[src/rtl/u8seg_pkg.sv]
package u8seg_pkg;

  localparam logic [7:0]  LEAD2_LO   = 8'hC2;
  localparam logic [7:0]  LEAD2_HI   = 8'hDF;
  localparam logic [7:0]  LEAD3_LO   = 8'hE0;
  localparam logic [7:0]  LEAD3_HI   = 8'hEF;
  localparam logic [7:0]  LEAD4_LO   = 8'hF0;
  localparam logic [7:0]  LEAD4_HI   = 8'hF4;
  localparam logic [7:0]  CONT_MASK  = 8'hC0;
  localparam logic [7:0]  CONT_MARK  = 8'h80;
  localparam logic [25:0] MIN_LEN2   = 26'h80;
  localparam logic [25:0] MIN_LEN3   = 26'h800;
  localparam logic [25:0] MIN_LEN4   = 26'h10000;
  localparam logic [25:0] SURR_LO    = 26'hD800;
  localparam logic [25:0] SURR_HI    = 26'hDFFF;
  localparam logic [25:0] SCALAR_MAX = 26'h10FFFF;
  localparam logic [7:0]  CPL_RESET  = 8'd80;

  typedef struct packed {
    logic [7:0] data_byte;
    logic       message_end;
  } u8seg_in_t;

  typedef struct packed {
    logic [2:0]  unit_length;
    logic        scalar_ok;
    logic [20:0] scalar_value;
    logic        line_start;
    logic        message_done;
    logic        run_last;
  } u8seg_out_t;

  // one byte's worth of work: flushed held bytes, then an optional final unit
  typedef struct packed {
    logic [2:0][7:0] held;
    logic [1:0]      n_held;
    logic            fin_valid;
    logic [2:0]      fin_len;
    logic            fin_ok;
    logic [20:0]     fin_value;
    logic            msg_end;
  } u8seg_cmd_t;

endpackage

[src/rtl/u8seg_front.sv]
module u8seg_front (
  input  logic                 clk,
  input  logic                 rst,
  input  logic                 byte_valid,
  output logic                 byte_stall,
  input  u8seg_pkg::u8seg_in_t byte_data,
  input  logic                 q_full,
  output logic                 push,
  output u8seg_pkg::u8seg_cmd_t cmd
);
  import u8seg_pkg::*;

  typedef struct packed {
    logic        emit;
    logic        ok;
    logic [2:0]  len;
    logic [20:0] bits;
  } lead_t;

  function automatic lead_t scan_lead(input logic [7:0] b, input logic last);
    lead_t r;
    r = '0;
    if (b < CONT_MARK) begin
      r.emit = 1'b1;
      r.ok   = 1'b1;
    end else if (b >= LEAD2_LO && b <= LEAD2_HI) begin
      r.len  = 3'd2;
      r.bits = {16'd0, b[4:0]};
    end else if (b >= LEAD3_LO && b <= LEAD3_HI) begin
      r.len  = 3'd3;
      r.bits = {17'd0, b[3:0]};
    end else if (b >= LEAD4_LO && b <= LEAD4_HI) begin
      r.len  = 3'd4;
      r.bits = {18'd0, b[2:0]};
    end
    if (!r.ok && (r.len == 3'd0 || last)) begin
      r.emit = 1'b1;
    end
    return r;
  endfunction

  logic [2:0][7:0] held_bytes, held_bytes_next;
  logic [1:0]      held_count, held_count_next;
  logic [2:0]      expected_length, expected_length_next;
  logic [20:0]     partial_scalar, partial_scalar_next;

  logic        accept;
  logic [7:0]  b;
  logic        last;
  logic        is_idle;
  logic        is_cont;
  logic        complete;
  logic        bad;
  logic [25:0] v;
  lead_t       lead;

  assign byte_stall = q_full;
  assign accept     = byte_valid && !q_full;
  assign b          = byte_data.data_byte;
  assign last       = byte_data.message_end;
  assign is_idle    = (expected_length == 3'd0) || (held_count == 2'd0);
  assign is_cont    = (b & CONT_MASK) == CONT_MARK;
  assign v          = {partial_scalar[19:0], b[5:0]};
  assign complete   = ({1'b0, held_count} + 3'd1) >= expected_length;
  assign bad        = (expected_length == 3'd2 && v < MIN_LEN2) ||
                      (expected_length == 3'd3 && v < MIN_LEN3) ||
                      (expected_length == 3'd4 && v < MIN_LEN4) ||
                      (v >= SURR_LO && v <= SURR_HI) || (v > SCALAR_MAX);
  assign lead       = scan_lead(b, last);

  always_comb begin
    held_bytes_next      = held_bytes;
    held_count_next      = held_count;
    expected_length_next = expected_length;
    partial_scalar_next  = partial_scalar;
    cmd                  = '0;
    cmd.held             = held_bytes;
    cmd.msg_end          = last;

    if (is_idle || !is_cont) begin
      // a broken sequence flushes what it holds, then the byte is a new lead
      if (!is_idle) begin
        cmd.n_held = held_count;
      end
      held_count_next      = 2'd0;
      expected_length_next = 3'd0;
      partial_scalar_next  = '0;
      if (lead.emit) begin
        cmd.fin_valid = 1'b1;
        cmd.fin_len   = 3'd1;
        cmd.fin_ok    = lead.ok;
        cmd.fin_value = {13'd0, b};
      end else begin
        held_bytes_next[0]   = b;
        held_count_next      = 2'd1;
        expected_length_next = lead.len;
        partial_scalar_next  = lead.bits;
      end
    end else if (complete && !bad) begin
      cmd.fin_valid        = 1'b1;
      cmd.fin_len          = expected_length;
      cmd.fin_ok           = 1'b1;
      cmd.fin_value        = v[20:0];
      held_count_next      = 2'd0;
      expected_length_next = 3'd0;
      partial_scalar_next  = '0;
    end else if (complete || last) begin
      cmd.n_held           = held_count;
      cmd.fin_valid        = 1'b1;
      cmd.fin_len          = 3'd1;
      cmd.fin_ok           = 1'b0;
      cmd.fin_value        = {13'd0, b};
      held_count_next      = 2'd0;
      expected_length_next = 3'd0;
      partial_scalar_next  = '0;
    end else begin
      if (held_count == 2'd1) begin
        held_bytes_next[1] = b;
      end else begin
        held_bytes_next[2] = b;
      end
      held_count_next     = held_count + 2'd1;
      partial_scalar_next = v[20:0];
    end
  end

  assign push = accept && (cmd.fin_valid || cmd.n_held != 2'd0);

  always_ff @(posedge clk) begin
    if (accept) begin
      held_bytes <= held_bytes_next;
    end
  end

  always_ff @(posedge clk) begin
    if (rst) begin
      held_count      <= 2'd0;
      expected_length <= 3'd0;
      partial_scalar  <= '0;
    end else if (accept) begin
      held_count      <= held_count_next;
      expected_length <= expected_length_next;
      partial_scalar  <= partial_scalar_next;
    end
  end

endmodule

[src/rtl/u8seg_queue.sv]
module u8seg_queue #(
  parameter int DEPTH = 2
) (
  input  logic                  clk,
  input  logic                  rst,
  input  logic                  push,
  input  u8seg_pkg::u8seg_cmd_t push_data,
  input  logic                  pop,
  output u8seg_pkg::u8seg_cmd_t head,
  output logic                  full,
  output logic                  not_empty
);
  import u8seg_pkg::*;

  localparam int PW = (DEPTH > 1) ? $clog2(DEPTH) : 1;
  localparam int CW = $clog2(DEPTH + 1);

  u8seg_cmd_t     slots [DEPTH];
  logic [PW-1:0]  wr_ptr;
  logic [PW-1:0]  rd_ptr;
  logic [CW-1:0]  count;
  logic           do_push;
  logic           do_pop;

  assign full      = count == CW'(DEPTH);
  assign not_empty = count != '0;
  assign head      = slots[rd_ptr];
  assign do_push   = push && !full;
  assign do_pop    = pop && not_empty;

  always_ff @(posedge clk) begin
    if (do_push) begin
      slots[wr_ptr] <= push_data;
    end
  end

  always_ff @(posedge clk) begin
    if (rst) begin
      wr_ptr <= '0;
      rd_ptr <= '0;
      count  <= '0;
    end else begin
      if (do_push) begin
        wr_ptr <= (wr_ptr == PW'(DEPTH - 1)) ? '0 : wr_ptr + 1'b1;
      end
      if (do_pop) begin
        rd_ptr <= (rd_ptr == PW'(DEPTH - 1)) ? '0 : rd_ptr + 1'b1;
      end
      unique case ({do_push, do_pop})
        2'b10:   count <= count + 1'b1;
        2'b01:   count <= count - 1'b1;
        default: count <= count;
      endcase
    end
  end

endmodule

[src/rtl/u8seg_back.sv]
module u8seg_back (
  input  logic                  clk,
  input  logic                  rst,
  input  logic [7:0]            cells_per_line,
  input  logic                  q_valid,
  input  u8seg_pkg::u8seg_cmd_t q_head,
  output logic                  pop,
  output logic                  unit_valid,
  input  logic                  unit_stall,
  output u8seg_pkg::u8seg_out_t unit_data
);
  import u8seg_pkg::*;

  logic [1:0]  idx;
  logic [7:0]  cells_on_line;
  logic [7:0]  cells_on_line_next;
  logic [7:0]  limit;
  logic [2:0]  total;
  logic        is_last;
  logic        ls;
  logic        load;
  u8seg_out_t  unit;

  assign limit   = (cells_per_line == 8'd0) ? 8'd1 : cells_per_line;
  assign total   = {1'b0, q_head.n_held} + {2'b0, q_head.fin_valid};
  assign is_last = ({1'b0, idx} + 3'd1) == total;
  assign ls      = (cells_on_line == 8'd0) || (cells_on_line >= limit);
  assign load    = q_valid && (!unit_valid || !unit_stall);
  assign pop     = load && is_last;

  always_comb begin
    unit              = '0;
    unit.line_start   = ls;
    unit.run_last     = is_last;
    unit.message_done = is_last && q_head.msg_end;
    if ({1'b0, idx} < {1'b0, q_head.n_held}) begin
      unit.unit_length = 3'd1;
      unit.scalar_ok   = 1'b0;
      unique case (idx)
        2'd0:    unit.scalar_value = {13'd0, q_head.held[0]};
        2'd1:    unit.scalar_value = {13'd0, q_head.held[1]};
        default: unit.scalar_value = {13'd0, q_head.held[2]};
      endcase
    end else begin
      unit.unit_length  = q_head.fin_len;
      unit.scalar_ok    = q_head.fin_ok;
      unit.scalar_value = q_head.fin_value;
    end
  end

  always_comb begin
    if (is_last && q_head.msg_end) begin
      cells_on_line_next = 8'd0;
    end else if (ls) begin
      cells_on_line_next = 8'd1;
    end else begin
      cells_on_line_next = cells_on_line + 8'd1;
    end
  end

  always_ff @(posedge clk) begin
    if (load) begin
      unit_data <= unit;
    end
  end

  always_ff @(posedge clk) begin
    if (rst) begin
      unit_valid    <= 1'b0;
      idx           <= 2'd0;
      cells_on_line <= 8'd0;
    end else if (load) begin
      unit_valid    <= 1'b1;
      cells_on_line <= cells_on_line_next;
      // advance within the command, or drop back for the next one
      idx           <= is_last ? 2'd0 : idx + 2'd1;
    end else if (unit_valid && !unit_stall) begin
      unit_valid <= 1'b0;
    end
  end

endmodule

[src/rtl/utf8_scalar_segmenter_with_wrap_core.sv]
// channel  | direction | valid      | stall      | beat
// ---------+-----------+------------+------------+-------------------------
// byte     | in        | byte_valid | byte_stall | byte_data (u8seg_in_t)
// unit     | out       | unit_valid | unit_stall | unit_data (u8seg_out_t)
// config   | in        | cfg_write  | -          | cfg_data (cells_per_line)
//
// One byte is taken per cycle unless the queue is full; each unit is registered
// into the output register from its command at the queue head. A byte that
// flushes a broken sequence yields up to four units, sent one a cycle unless
// unit_stall holds, so the byte side stalls once the command queue fills.
// Synchronous active-high reset clears the sequence state, the queue and the
// line counter; cells_per_line returns to 80.
module utf8_scalar_segmenter_with_wrap_core #(
  parameter int QUEUE_DEPTH = 2
) (
  input  logic                  clk,
  input  logic                  rst,
  input  logic                  byte_valid,
  output logic                  byte_stall,
  input  u8seg_pkg::u8seg_in_t  byte_data,
  output logic                  unit_valid,
  input  logic                  unit_stall,
  output u8seg_pkg::u8seg_out_t unit_data,
  input  logic                  cfg_write,
  input  logic [7:0]            cfg_data
);
  import u8seg_pkg::*;

  logic [7:0] cpl;
  logic       push;
  logic       pop;
  logic       q_full;
  logic       q_valid;
  u8seg_cmd_t cmd;
  u8seg_cmd_t q_head;

  always_ff @(posedge clk) begin
    if (rst) begin
      cpl <= CPL_RESET;
    end else if (cfg_write) begin
      cpl <= cfg_data;
    end
  end

  u8seg_front u_front (
    .clk        (clk),
    .rst        (rst),
    .byte_valid (byte_valid),
    .byte_stall (byte_stall),
    .byte_data  (byte_data),
    .q_full     (q_full),
    .push       (push),
    .cmd        (cmd)
  );

  u8seg_queue #(
    .DEPTH (QUEUE_DEPTH)
  ) u_queue (
    .clk       (clk),
    .rst       (rst),
    .push      (push),
    .push_data (cmd),
    .pop       (pop),
    .head      (q_head),
    .full      (q_full),
    .not_empty (q_valid)
  );

  u8seg_back u_back (
    .clk            (clk),
    .rst            (rst),
    .cells_per_line (cpl),
    .q_valid        (q_valid),
    .q_head         (q_head),
    .pop            (pop),
    .unit_valid     (unit_valid),
    .unit_stall     (unit_stall),
    .unit_data      (unit_data)
  );

endmodule

[config.mk]
export PLATFORM = sky130hd
export DESIGN_NAME = utf8_scalar_segmenter_with_wrap_core
export DESIGN_NICKNAME = d
export VERILOG_FILES = /design/src/rtl/u8seg_pkg.sv /design/src/rtl/u8seg_front.sv /design/src/rtl/u8seg_queue.sv /design/src/rtl/u8seg_back.sv /design/src/rtl/utf8_scalar_segmenter_with_wrap_core.sv
export SDC_FILE = /design/constraint.sdc
export NUM_CORES = 1
export LEC_CHECK = 0
export BUFFER_PORTS_ARGS = -buffer_cell sky130_fd_sc_hd__buf_2
export CAP_MARGIN = 10
export CORE_MARGIN = 10
export CORE_UTILIZATION = 46
export CTS_CLUSTER_SIZE = 10
export DETAILED_ROUTE_END_ITERATION = 10
export MAX_ROUTING_LAYER = met4
export PLACE_DENSITY = 0.73
export RECOVER_POWER = 50
export SYNTH_ARGS = -nofsm -noshare
export SYNTH_HDL_FRONTEND = slang
export SYNTH_HIERARCHICAL = 1
export SYNTH_SLANG_ARGS = --single-unit
[constraint.sdc]
create_clock -name clk -period 4.7 [get_ports clk]
set_input_delay 0.47 -clock clk [delete_from_list [all_inputs] [get_ports clk]]
set_output_delay 0.47 -clock clk [all_outputs]
set_load 0.02 [all_outputs]
# ---- Yosys cells after proc, flatten, opt, wreduce, memory -nomap -nowiden
# Memory sizes are Yosys's and may differ from the RTL's. A register that Yosys moved wholly into a read port is not among the register bits.
# Index checks and enable logic that the tools add are counted.
dict set report totals {
  regBits 100
  ram_bits 106
  output_inout_bits 30
  wordCells 149
  n_memories 1
}
# memory depth word_bits read_ports rd_clocked_by_memory_dff wr line_no
set memory_table {}
lappend memory_table {u_queue.slots 2 53 1 1 1 u8seg_queue.sv:18} ;# u8seg_cmd_t slots [DEPTH];
dict set report classes {
  addsub 10
  order_cmp 16
  n_eq_ne 10
  mux 39
  bitwise 5
  reduce_logical 49
}
# cell n
set ops {}
lappend ops {{2-to-1 mux 24 bit} 4}
lappend ops {{2-to-1 mux 20 bit} 4}
lappend ops {{2-to-1 mux 28 bit} 2}
lappend ops {{2-to-1 mux 26 bit} 2}
lappend ops {{>= comparator 26 x 16 -> 1 bit (second input constant)} 1}
lappend ops {{> comparator 26 x 21 -> 1 bit (second input constant)} 1}
lappend ops {{less-or-equal comparator 26 x 16 -> 1 bit (second input constant)} 1}
lappend ops {{< comparator 26 x 12 -> 1 bit (second input constant)} 1}
lappend ops {{< comparator 26 x 17 -> 1 bit (second input constant)} 1}
lappend ops {{< comparator 26 x 8 -> 1 bit (second input constant)} 1}
lappend ops {{>= comparator 8 bit (second input constant)} 3}
lappend ops {{less-or-equal comparator 8 bit (second input constant)} 3}
lappend ops {{2-to-1 mux 8 bit} 3}
lappend ops {{2-to-1 mux 21 bit} 1}
lappend ops {{logical AND 1 bit} 17}
lappend ops {{logical NOT 8 bit} 2}
lappend ops {{one-hot mux 8 bit (2 select lines)} 1}
lappend ops {{2-to-1 mux 2 bit} 7}
lappend ops {{2-to-1 mux 3 bit} 4}
lappend ops {{logical OR 1 bit} 11}
lappend ops {{2-to-1 mux 1 bit} 10}
lappend ops {{AND reduction 5 bit} 2}
lappend ops {{adder 8 x 1 -> 8 bit (second input constant)} 1}
lappend ops {{>= comparator 8 bit} 1}
lappend ops {{other kinds (22)} 45}

# ---- Depth between registers and ports, before layout
# Gate-level depths: netlist of the first run.
dict set report logic_depth {
  ltp_word 18
  mapped_depth 14
  ltp_nobuf 13
}

# ---- Modules after synthesis
# The synthesis of the first run kept the hierarchy.
# module instances cells_per_inst area_each_um2 seq_area_each_um2
set by_module_without_submodules {}
lappend by_module_without_submodules {u8seg_queue 1 191 4036.4 3283.1}
lappend by_module_without_submodules {u8seg_front 1 236 2304.7 1221.2}
lappend by_module_without_submodules {u8seg_back 1 208 2164.6 1061.0}
lappend by_module_without_submodules {utf8_scalar_segmenter_with_wrap_core 1 26 292.8 160.2}

# ---- Worst setup path after synthesis of the first run
# OpenSTA, ideal clock, no wires.
dict set report synth_path {
  path_type {reg2reg}
  startpoint {reg u_front.held_count[0]}
  endpoint {mem u_queue/slots[0][0] in the netlist's numbering (enable)}
  setup_time_ps 407
  arrival_time_ps 3527
  required_time_ps 4293
  path_slack_ps 766
  stages_incl_launch_ff 13
  n_path_buf 1
  synth_period_minus_slack_ps 3934
  path_cell_list {dfxtp_1 -> inv_1 -> ha_1 -> ha_1 -> nand2_1 -> o21ai_0 -> or4_1 -> clkbuf_1 -> o2111a_1 -> a211o_1 -> inv_1 -> or3_1 -> inv_1}
}
dict set report synth_via {
  elab_chain_len 12
  word_cells_on_any_way 18
}
# item line_no
set synth_rtl {}
lappend synth_rtl {{start, declared} u8seg_front.sv:43} ;# logic [1:0] held_count, held_count_next;
lappend synth_rtl {{start signal, assigned} u8seg_front.sv:141} ;# held_count <= held_count_next;
lappend synth_rtl {{adder 2 x 1 -> 3 bit} u8seg_front.sv:64} ;# assign complete = ({1'b0, held_count} + 3'd1) >= expected_length;
lappend synth_rtl {{>= comparator 3 bit} u8seg_front.sv:64}
lappend synth_rtl {{logical OR 1 bit} u8seg_front.sv:107} ;# end else if (complete || last) begin
lappend synth_rtl {{2-to-1 mux 28 bit} u8seg_front.sv:107}
lappend synth_rtl {{2-to-1 mux 2 bit} u8seg_front.sv:99} ;# end else if (complete && !bad) begin
lappend synth_rtl {{2-to-1 mux 28 bit *} u8seg_front.sv:80} ;# if (is_idle || !is_cont) begin
lappend synth_rtl {{nonzero test 2 bit} u8seg_front.sv:127} ;# assign push = accept && (cmd.fin_valid || cmd.n_held != 2'd0);
lappend synth_rtl {{logical OR 1 bit *} u8seg_front.sv:127}
lappend synth_rtl {{logical AND 1 bit *} u8seg_front.sv:127}
lappend synth_rtl {{via push} utf8_scalar_segmenter_with_wrap_core.sv:30} ;# logic push;
lappend synth_rtl {{logical AND 1 bit *} u8seg_queue.sv:28} ;# assign do_push = push && !full;
lappend synth_rtl {{2-to-1 mux 1 bit *} u8seg_queue.sv:32} ;# if (do_push) begin
lappend synth_rtl {{2-to-1 mux 1 bit (not written as such) *} u8seg_queue.sv:33} ;# slots[wr_ptr] <= push_data;
lappend synth_rtl {{end, declared} u8seg_queue.sv:18}
# Mark *: on every way through the listed nets, which the timed path passes. The rest lies on a longest branch.

==> run metrics, run 1 <==
Layout Cell Area excl Fill=around 9900 µm²; sequential cell area fraction in the yosys report=0.651; Critical Path Sink Type=flop; synth top area cells=edfxtp_1, dfxtp_1, mux2_2, ha_1, a21oi_1; num rows=50; failing checks=capacitance limit, slew limit; drt pass-1 iters=5; min cycle time layout=roughly 4 ns; Max-cap violations=3; Clock Root Buffer=clkbuf_16; Post-Syn Instances=661; CTS resizes=0; pwr dens=544 nW/µm²; clock-pin transition on the worst setup and hold timing paths=~0.060 ns; fin cells=between 900 and 1000; count leader, synth=edfxtp_1; LEAKAGE=approximately 3.4 nW; initial antenna violation count=0; Slew HR=-0.455; DR vias/cell=approximately 5.6; complex-gate fraction of the synthesized area=0.0840; Synth cell types=70; final worst setup slack=about 0.67 ns; Post-synth top cells=edfxtp_1, mux2_2, dfxtp_1; Starting DRT DRC Count=~320; # diodes=0; vias in the first global route=approximately 5500; setup repair after global routing missed its margin=false; Fin. Hold Viols=0; CP startpoint kind=flop; synthesized area=between 8000 and 9000 µm²; syn_nets=706; CTS buffer count=25; IO Pins=52; Starting Density=0.469; largest family of logic cells by synthesized area=simple AND/OR/NAND/NOR gates; Final #Nets=about 760; I/O Buffers=51; Routed Antenna Nets=0; Post-DP HPWL=between 10 and 15 mm; die area=between 20000 and 30000 µm²; DR WL/cell=18.5 µm; CTS max path bufs=3; Max Clock Skew=~0.0099 ns; Final Max Slew Viols=between 100 and 150; Peak VDD IR=about 260 µV; setup violators final=0; Data arrival, critical path=between 4 and 5 ns; Adder-Cell Fraction of Synth Area=0.0327; Mean Syn Cell Area=between 10 and 15 µm²; Area Growth Syn to Fin=12.9%; hold slack=between 0.15 and 0.2 ns; multiplexer share of the synthesized area=0.0747; multi-input logic area=between 2000 and 3000 µm²; GPL Wtd Cong=0.876; Die Y=158 µm; register area=5730 µm²; async set-reset flop share out of synthesis=0; Post-synth EDFFs=approximately 160; CP Class=reg -> reg; fin util=0.529; filler instances=roughly 1600; Total Routing Usage GR=0.145; Die Wd=approximately 160 µm; via count=5415; top cell type's share of synthesized area=0.539; hold buffers post-CTS=0; pre-CTS worst setup slack=~0.88 ns; layout cells sized above 1=0.165; Tightest Pin Transition=around 2.2 ns; Area after DPL=between 9000 and 10000 µm²; most area-hungry cell type in the Yosys netlist=edfxtp_1; Final Total Pwr=~5.4 mW; CTS sink count=just over 200; Most used DFF post-synth=edfxtp_1; Synth Area in Simple Gates=0.120; Synth Area in XOR/XNOR=0.00768; Cells after DPL=about 920; Yosys Warn Count=6; largest net degree at the start of global routing=48; CP max FO=21; maximum clock rate=248 MHz; first-pass GRT wire length=between 20 and 30 mm; WP data required=approximately 5.1 ns; Fin Setup TNS=0 ns; htree depth=1; Core ar.=18800 µm²; Final period util=0.857; status=finished, violations left; CTS tree=done; DRT Wirelength=17.9 mm; worst hold-check path type=in -> reg; residual DRC count=0; setup bufs post-CTS=0; grt total ovfl=0; Synth Register Bits=a little over 200; Clock Latency Late Sink=0.51 ns
-- power by group --
| group | internal (mW) | switching [mW] | total, mW |
|---|---|---|---|
| sequential | 2.38 | 0.106 | 2.48 |
| combinational | 0.386 | 0.834 | 1.22 |
| clock | 1.04 | 0.664 | 1.70 |
-- worst max-delay path: stages (launching register included) --
cell and delay [ns]:
dfxtp_1 0.94, mux2_1 0.44, ha_1 0.20, ha_1 0.31, xor2_2 0.18, nor3_1 0.58, and2_2 0.28, o21a_1 0.17
ha_1 0.28, or3_1 0.36, a21oi_1 0.18
-- cell type report --
class	count	share of cell area
clock inverters	5	0.00529
inverters	28	0.0110
repair buffers	61	0.0296
well taps	234	0.0295
clock buffers	39	0.0683
multi-input cells	394	0.280
flip-flops and latches	207	0.576
-- flip-flops by register name, indices dropped and copies added, names as in the netlist, named ones only --
| register | flops |
|---|---|
| cpl | 8 |
| u_back/cells_on_line | 8 |
| u_back/idx | 2 |
| u_back/unit_data | 28 |
| u_back/unit_valid | 1 |
| u_front/cmd | 24 |
| u_front/expected_length | 3 |
| u_front/held_count | 2 |
| u_front/partial_scalar | 20 |
| u_queue/count | 2 |
| u_queue/rd_ptr | 1 |
| u_queue/slots | 106 |
| u_queue/wr_ptr | 1 |
-- worst paths after layout --
| path | from | end | cells after the start | slack [ns] |
|---|---|---|---|---|
| worst max-delay path | flop | u_queue/count[1] | 10 | 0.67 |
| worst min-delay path | cfg_data[6] | cpl[6] | 2 | 0.18 |
| worst max register to register | flop | u_queue/count[1] | 10 | 0.67 |
| worst min register to register | u_front/cmd[31] | u_queue/slots[0][31] | 0 | 0.44 |
-- layer usage --
metal,routed length [µm],up-vias,track usage
met5,0,-,-
met4,398,0,0.0423
met3,944,27,0.0227
met2,9010,158,0.245
met1,7600,2663,0.179
li1,-,2567,-
-- cells by family (layout without fill, tap and decap cells) --
logic type                 after synthesis  in the layout
DFF                                    207            207
and+or+nand+nor                        199            199
AOI/OAI and AO/OA                      107            107
buffers and inverters                   60            133
muxes                                   59             59
adders and majority gates               23             23
xor gates and xnor gates                 6              6
-- cell usage in the layout (no fill, tap or decap), types with 9 or more instances in the layout --
master and count:
edfxtp_1 158, clkbuf_1 57, mux2_2 51, dfxtp_1 49
nand2_1 45, nor2_1 37, a21oi_1 37, clkbuf_16 25
inv_1 24, nand3_1 24, ha_1 23, nor2b_1 18
and2_1 16, nor3_1 12, buf_2 11, o21ai_0 10
a22oi_1 9, a31oi_1 9
No activity file was read; power rests on OpenSTA's default activity.
==> run 2, diff against run 1 <==
- GPL_TIMING_DRIVEN: unset -> 1
- clock period: 4.7 -> 4.22 ns (I/O delays scaled with it)
==> run 2 against run 1 <==
  * The run still ends with capacitance limit, slew limit left
  * Wire length rose by 1.5%
  * Fmax rose by 6.2%
  * Clock power increased by 14%
  * Combinational power grew 14%
  * Setup slack lost 0.25 ns
  * Die area unchanged
  * Highest routed layer unchanged
==> run metrics, run 2 (synthesis results as in run 1) <==
cell family with most CP delay=compound AO/OA/AOI/OAI gates; Fin Setup TNS=0 ns (unchanged); CP max FO=22 (+4.8%); Top reg by flops=u_queue/slots; final worst setup slack=0.429 ns (-0.246 ns); failing checks=capacitance limit, slew limit; min cycle time layout=3.79 ns (-0.234 ns); Net Sw Power=1.80 mW (+12%); hold slack=0.133 ns (-0.0489 ns); clock-pin transition on the worst setup and hold timing paths=0.05 ns (about the same); Final Max Slew Viols=102 (-13%); drt pass-1 iters=5 (unchanged); Cell Int Power=4.29 mW (+13%); Peak VDD IR=279 µV (+6.1%); die area=25100 µm² (unchanged); CTS sink count=207 (unchanged); Die Y=158 µm (unchanged); CTS tree=done; Flop pwr share=0.453 (-0.006); pwr dens=609 nW/µm² (+12%); Sw Ratio=0.296 (-0.000930); DRT Wirelength=18.2 mm (+1.5%); worst hold-check path type=in -> reg; CP startpoint kind=flop; Final period util=0.898 (+0.0419); via count=5404 (-0.20%); Core ar.=18800 µm² (unchanged); # diodes=0 (unchanged); Clock Latency Late Sink=0.51 ns (about the same); setup bufs post-CTS=0 (unchanged); WP data required=4.43 ns (-0.66 ns); CP Class=reg -> reg; I/O Buffers=51 (unchanged); hold buffers post-CTS=0 (unchanged); Final #Nets=765 (+0.39%); Total Routing Usage GR=0.150 (+0.00414); CP cell instances=inv_1, ha_1, ha_1, nand2_1, o21ai_0, or4_1, o2111a_1, a211o_1, inv_1, or3_1, inv_2, buf_12; setup violators final=0 (unchanged); Post-DP HPWL=12.3 mm (+1.6%); CTS max path bufs=3 (unchanged); DR vias/cell=5.55 (-0.72%); CTS resizes=0 (unchanged); Area after DPL=9330 µm² (+0.24%); Worst Path Buf+Inv=4 (+4); CTS buffer count=25 (unchanged); grt total ovfl=0 (unchanged); max reg flops=106 (unchanged); Max-cap violations=3 (unchanged); Logic pwr share=0.229 (+0.003); Die Wd=158 µm (unchanged); Max Clock Skew=0.0172 ns (+0.00734 ns); Slew HR=-0.487 (-0.0325); Starting Density=0.469 (unchanged); fin cells=973 (+0.52%); IO Pins=52 (unchanged); num rows=50 (unchanged); most common cell after layout, fill and taps aside=edfxtp_1; initial antenna violation count=0 (unchanged); commonest non-fill, non-tap cells in the layout=edfxtp_1, clkbuf_1, mux2_2; DR WL/cell=18.7 µm (+0.95%); status=finished, violations left; Critical Path Sink Type=flop; Tightest Pin Transition=2.23 ns (+0.0488 ns); Layout Cell Area excl Fill=10000 µm² (+0.65%); Starting DRT DRC Count=405 (+26%); Data arrival, critical path=4.00 ns (-0.42 ns); largest net degree at the start of global routing=48 (unchanged); GPL Wtd Cong=0.889 (+1.5%); residual DRC count=0 (unchanged); Fin. Hold Viols=0 (unchanged); clock share of power=0.318 (+0.003); vias in the first global route=5539 (+0.65%); Area Growth Syn to Fin=13.7%; first-pass GRT wire length=29.3 mm (+3.3%); layout cells sized above 1=0.168 (+0.00294); Routed Antenna Nets=0 (unchanged); CP peak stage delay=0.49 ns (-0.45 ns); maximum clock rate=264 MHz (+6.2%); Clock Root Buffer=clkbuf_16; CP max stage cell=o21ai_0; Cells after DPL=927 (+0.32%); pre-CTS worst setup slack=0.465 ns (-0.414 ns); setup repair after global routing missed its margin=false; LEAKAGE=3.44 nW (+1.0%); htree depth=1 (unchanged)
==> run 2: layout make-up <==
class	count	area, µm²
Tap cell	234	293
Fill cell	1554	8770
Clock buffer	44	749
Inverter	28	109
Sequential cell	207	5730
Clock inverter	2	12.5
Timing Repair Buffer	64	317
Multi-Input combinational cell	394	2800
==> run 2: metal layers <==
metal	vias to the layer above	wire length [µm]	global-route usage
met5	-	0	-
met2	156	9290	0.250
li1	2578	-	-
met3	20	1040	0.0232
met1	2650	7640	0.186
met4	0	244	0.0415
==> run 2: power by group through the flow <==
stage               clock (mW)  combinational [mW]  sequential [mW]
floorplan                    0               0.821             2.95
global placement             0                1.43             2.77
detailed placement           0                1.46             2.79
CTS                       1.99                1.47             2.75
global route              2.08                1.52             2.79
finish                    1.94                1.39             2.76
==> run 2: stage by stage <==
step / utilization / power [mW]
CTS: 0.537 / 6.21
global route: 0.533 / 6.39
detailed placement: 0.497 / 4.25
floorplan: - / 3.77
global placement: 0.497 / 4.19
finish: 0.533 / 6.09
==> run 2: final timing paths <==
kind,from,end,slack (ns),cells after the start
min reg2reg,u_front/cmd[42],u_queue/slots[1][42],0.44,0
max,u_front/held_count[0],u_queue/slots[0][41],0.43,12
min,cfg_data[4],cpl[4],0.13,2
max reg2reg,u_front/held_count[0],u_queue/slots[0][41],0.43,12
==> run 3, diff against run 2 <==
- CELL_PAD_IN_SITES_DETAIL_PLACEMENT: unset -> 1
- CELL_PAD_IN_SITES_GLOBAL_PLACEMENT: unset -> 1
- PLACE_DENSITY: 0.73 -> 0.83
==> run 3 against run 2 <==
  * The flow still finishes with violations (capacitance limit, slew limit)
  * Setup slack worse by 0.071 ns
  * Largest cell class unchanged
  * Die area unchanged
  * Wire length up 17%
  * Register-to-register slack worse by 0.07 ns
  * First-iteration DRC count down 3.0%
  * Non-clock buffer count down 1
  * Via count up 4.4%
==> run metrics, run 3 (synthesis results as in run 1) <==
largest net degree at the start of global routing=37 (-23%); max reg flops=106 (unchanged); vias in the first global route=6049 (+9.2%); CTS resizes=0 (unchanged); Peak VDD IR=319 µV (+14%); failing checks=capacitance limit, slew limit; worst hold-check path type=in -> reg; layout cells sized above 1=0.166 (-0.00226); CP startpoint kind=flop; most common cell after layout, fill and taps aside=edfxtp_1; GPL Wtd Cong=0.877 (-1.3%); CTS tree=done; # diodes=0 (unchanged); worst r2r dst=u_queue/count[1]; grt total ovfl=0 (unchanged); Final period util=0.915 (+0.0168); Clock Root Buffer=clkbuf_16; Final Total Pwr=6.12 mW (+0.45%); Register-to-Register Path Depth=10 (-2); fin util=0.530 (-0.00287); Starting DRT DRC Count=393 (-3.0%); Top reg by flops=u_queue/slots; Area after DPL=9320 µm² (about the same); clock-pin transition on the worst setup and hold timing paths=0.05 ns (about the same); maximum clock rate=259 MHz (-1.8%); Area Growth Syn to Fin=13.1%; commonest non-fill, non-tap cells in the layout=edfxtp_1, clkbuf_1, mux2_2; die area=25100 µm² (unchanged); Hold Path Cell Cnt=2 (unchanged); Max Clock Skew=0.0164 ns (-0.000787 ns); htree depth=1 (unchanged); Tightest Pin Transition=2.04 ns (-0.192 ns); status=finished, violations left; setup violators final=0 (unchanged); Layout Cell Area excl Fill=9950 µm² (-0.54%); Fin. Hold Viols=0 (unchanged); WP data required=4.64 ns (+0.21 ns); Final #Nets=764 (-0.13%); DR WL/cell=22.0 µm (+18%); Fin Setup TNS=0 ns (unchanged); min cycle time layout=3.86 ns (+0.0708 ns); Total Routing Usage GR=0.176 (+0.0266); DRT Wirelength=21.4 mm (+17%); Hold Startpoint=cfg_data[4]; Die Y=158 µm (unchanged); Die Wd=158 µm (unchanged); Routed Antenna Nets=0 (unchanged); CTS max path bufs=3 (unchanged); CP Class=reg -> reg; via count=5642 (+4.4%); num rows=50 (unchanged); CTS buffer count=25 (unchanged); first-pass GRT wire length=33.8 mm (+15%); I/O Buffers=51 (unchanged); setup bufs post-CTS=0 (unchanged); Slew HR=-0.359 (+0.128); CTS sink count=207 (unchanged); hold buffers post-CTS=0 (unchanged); drt pass-1 iters=5 (unchanged); hold endpoint=cpl[4]; Clock Latency Late Sink=0.52 ns (about the same); Core ar.=18800 µm² (unchanged); initial antenna violation count=0 (unchanged); LEAKAGE=3.41 nW (-0.79%); Max-cap violations=2 (-1); setup repair after global routing missed its margin=false; IO Pins=52 (unchanged); pwr dens=615 nW/µm² (+1.0%); hold slack=0.128 ns (-0.00468 ns); Post-DP HPWL=14.2 mm (+15%); CP max FO=16 (-27%); Data arrival, critical path=4.28 ns (+0.28 ns); Critical Path Sink Type=flop; Final Max Slew Viols=53 (-48%); DR vias/cell=5.81 (+4.6%); Reg2Reg Setup Slack=0.36 ns (-0.07 ns); Starting Density=0.469 (unchanged); residual DRC count=0 (unchanged)
-- run 3: worst max path at each step --
| stage | to | slack, ns | cells after the start |
|---|---|---|---|
| floorplan | u_queue/slots[0][0] | 0.29 | 12 |
| global route | u_queue/slots[0][5] | 0.06 | 12 |
| CTS | u_queue/slots[0][6] | 0.33 | 12 |
| global placement | u_queue/slots[0][29] | 0.59 | 12 |
| finish | u_queue/count[1] | 0.36 | 10 |
| detailed placement | u_queue/slots[0][29] | 0.36 | 12 |
-- run 3: final cells by class --
| class | instances | area, µm² |
|---|---|---|
| Clock buffer | 42 | 709 |
| Clock inverter | 3 | 21.3 |
| Fill cell | 1907 | 8820 |
| Inverter | 28 | 109 |
| Multi-Input combinational cell | 394 | 2780 |
| Sequential cell | 207 | 5730 |
| Tap cell | 234 | 293 |
| Timing Repair Buffer | 63 | 307 |
-- run 3: power breakdown --
part	switching (mW)	internal (mW)
clock network	0.787	1.14
registers	0.133	2.65
logic	0.982	0.434
-- run 3: worst max-delay path, stage by stage, from the launching register on --
cell and delay [ns]:
dfxtp_1 0.81, mux2_1 0.42, ha_1 0.19, ha_1 0.31, xor2_2 0.18, nor3_1 0.60, and2_0 0.28, o21a_1 0.18
ha_1 0.28, or3_1 0.35, a21oi_1 0.17
-- run 3: per-stage QoR --
step	worst slack, ns	instances
2_1_floorplan	0.286	661
3_3_place_gp	0.594	926
3_5_place_dp	0.357	926
4_1_cts	0.326	971
5_1_grt	0.0558	971
6_report	0.358	971
-- run 3: metal layers --
layer	track usage	wire length [µm]
met5	-	0
met3	0.0270	1170
met4	0.0401	310
met1	0.219	9040
met2	0.299	10900
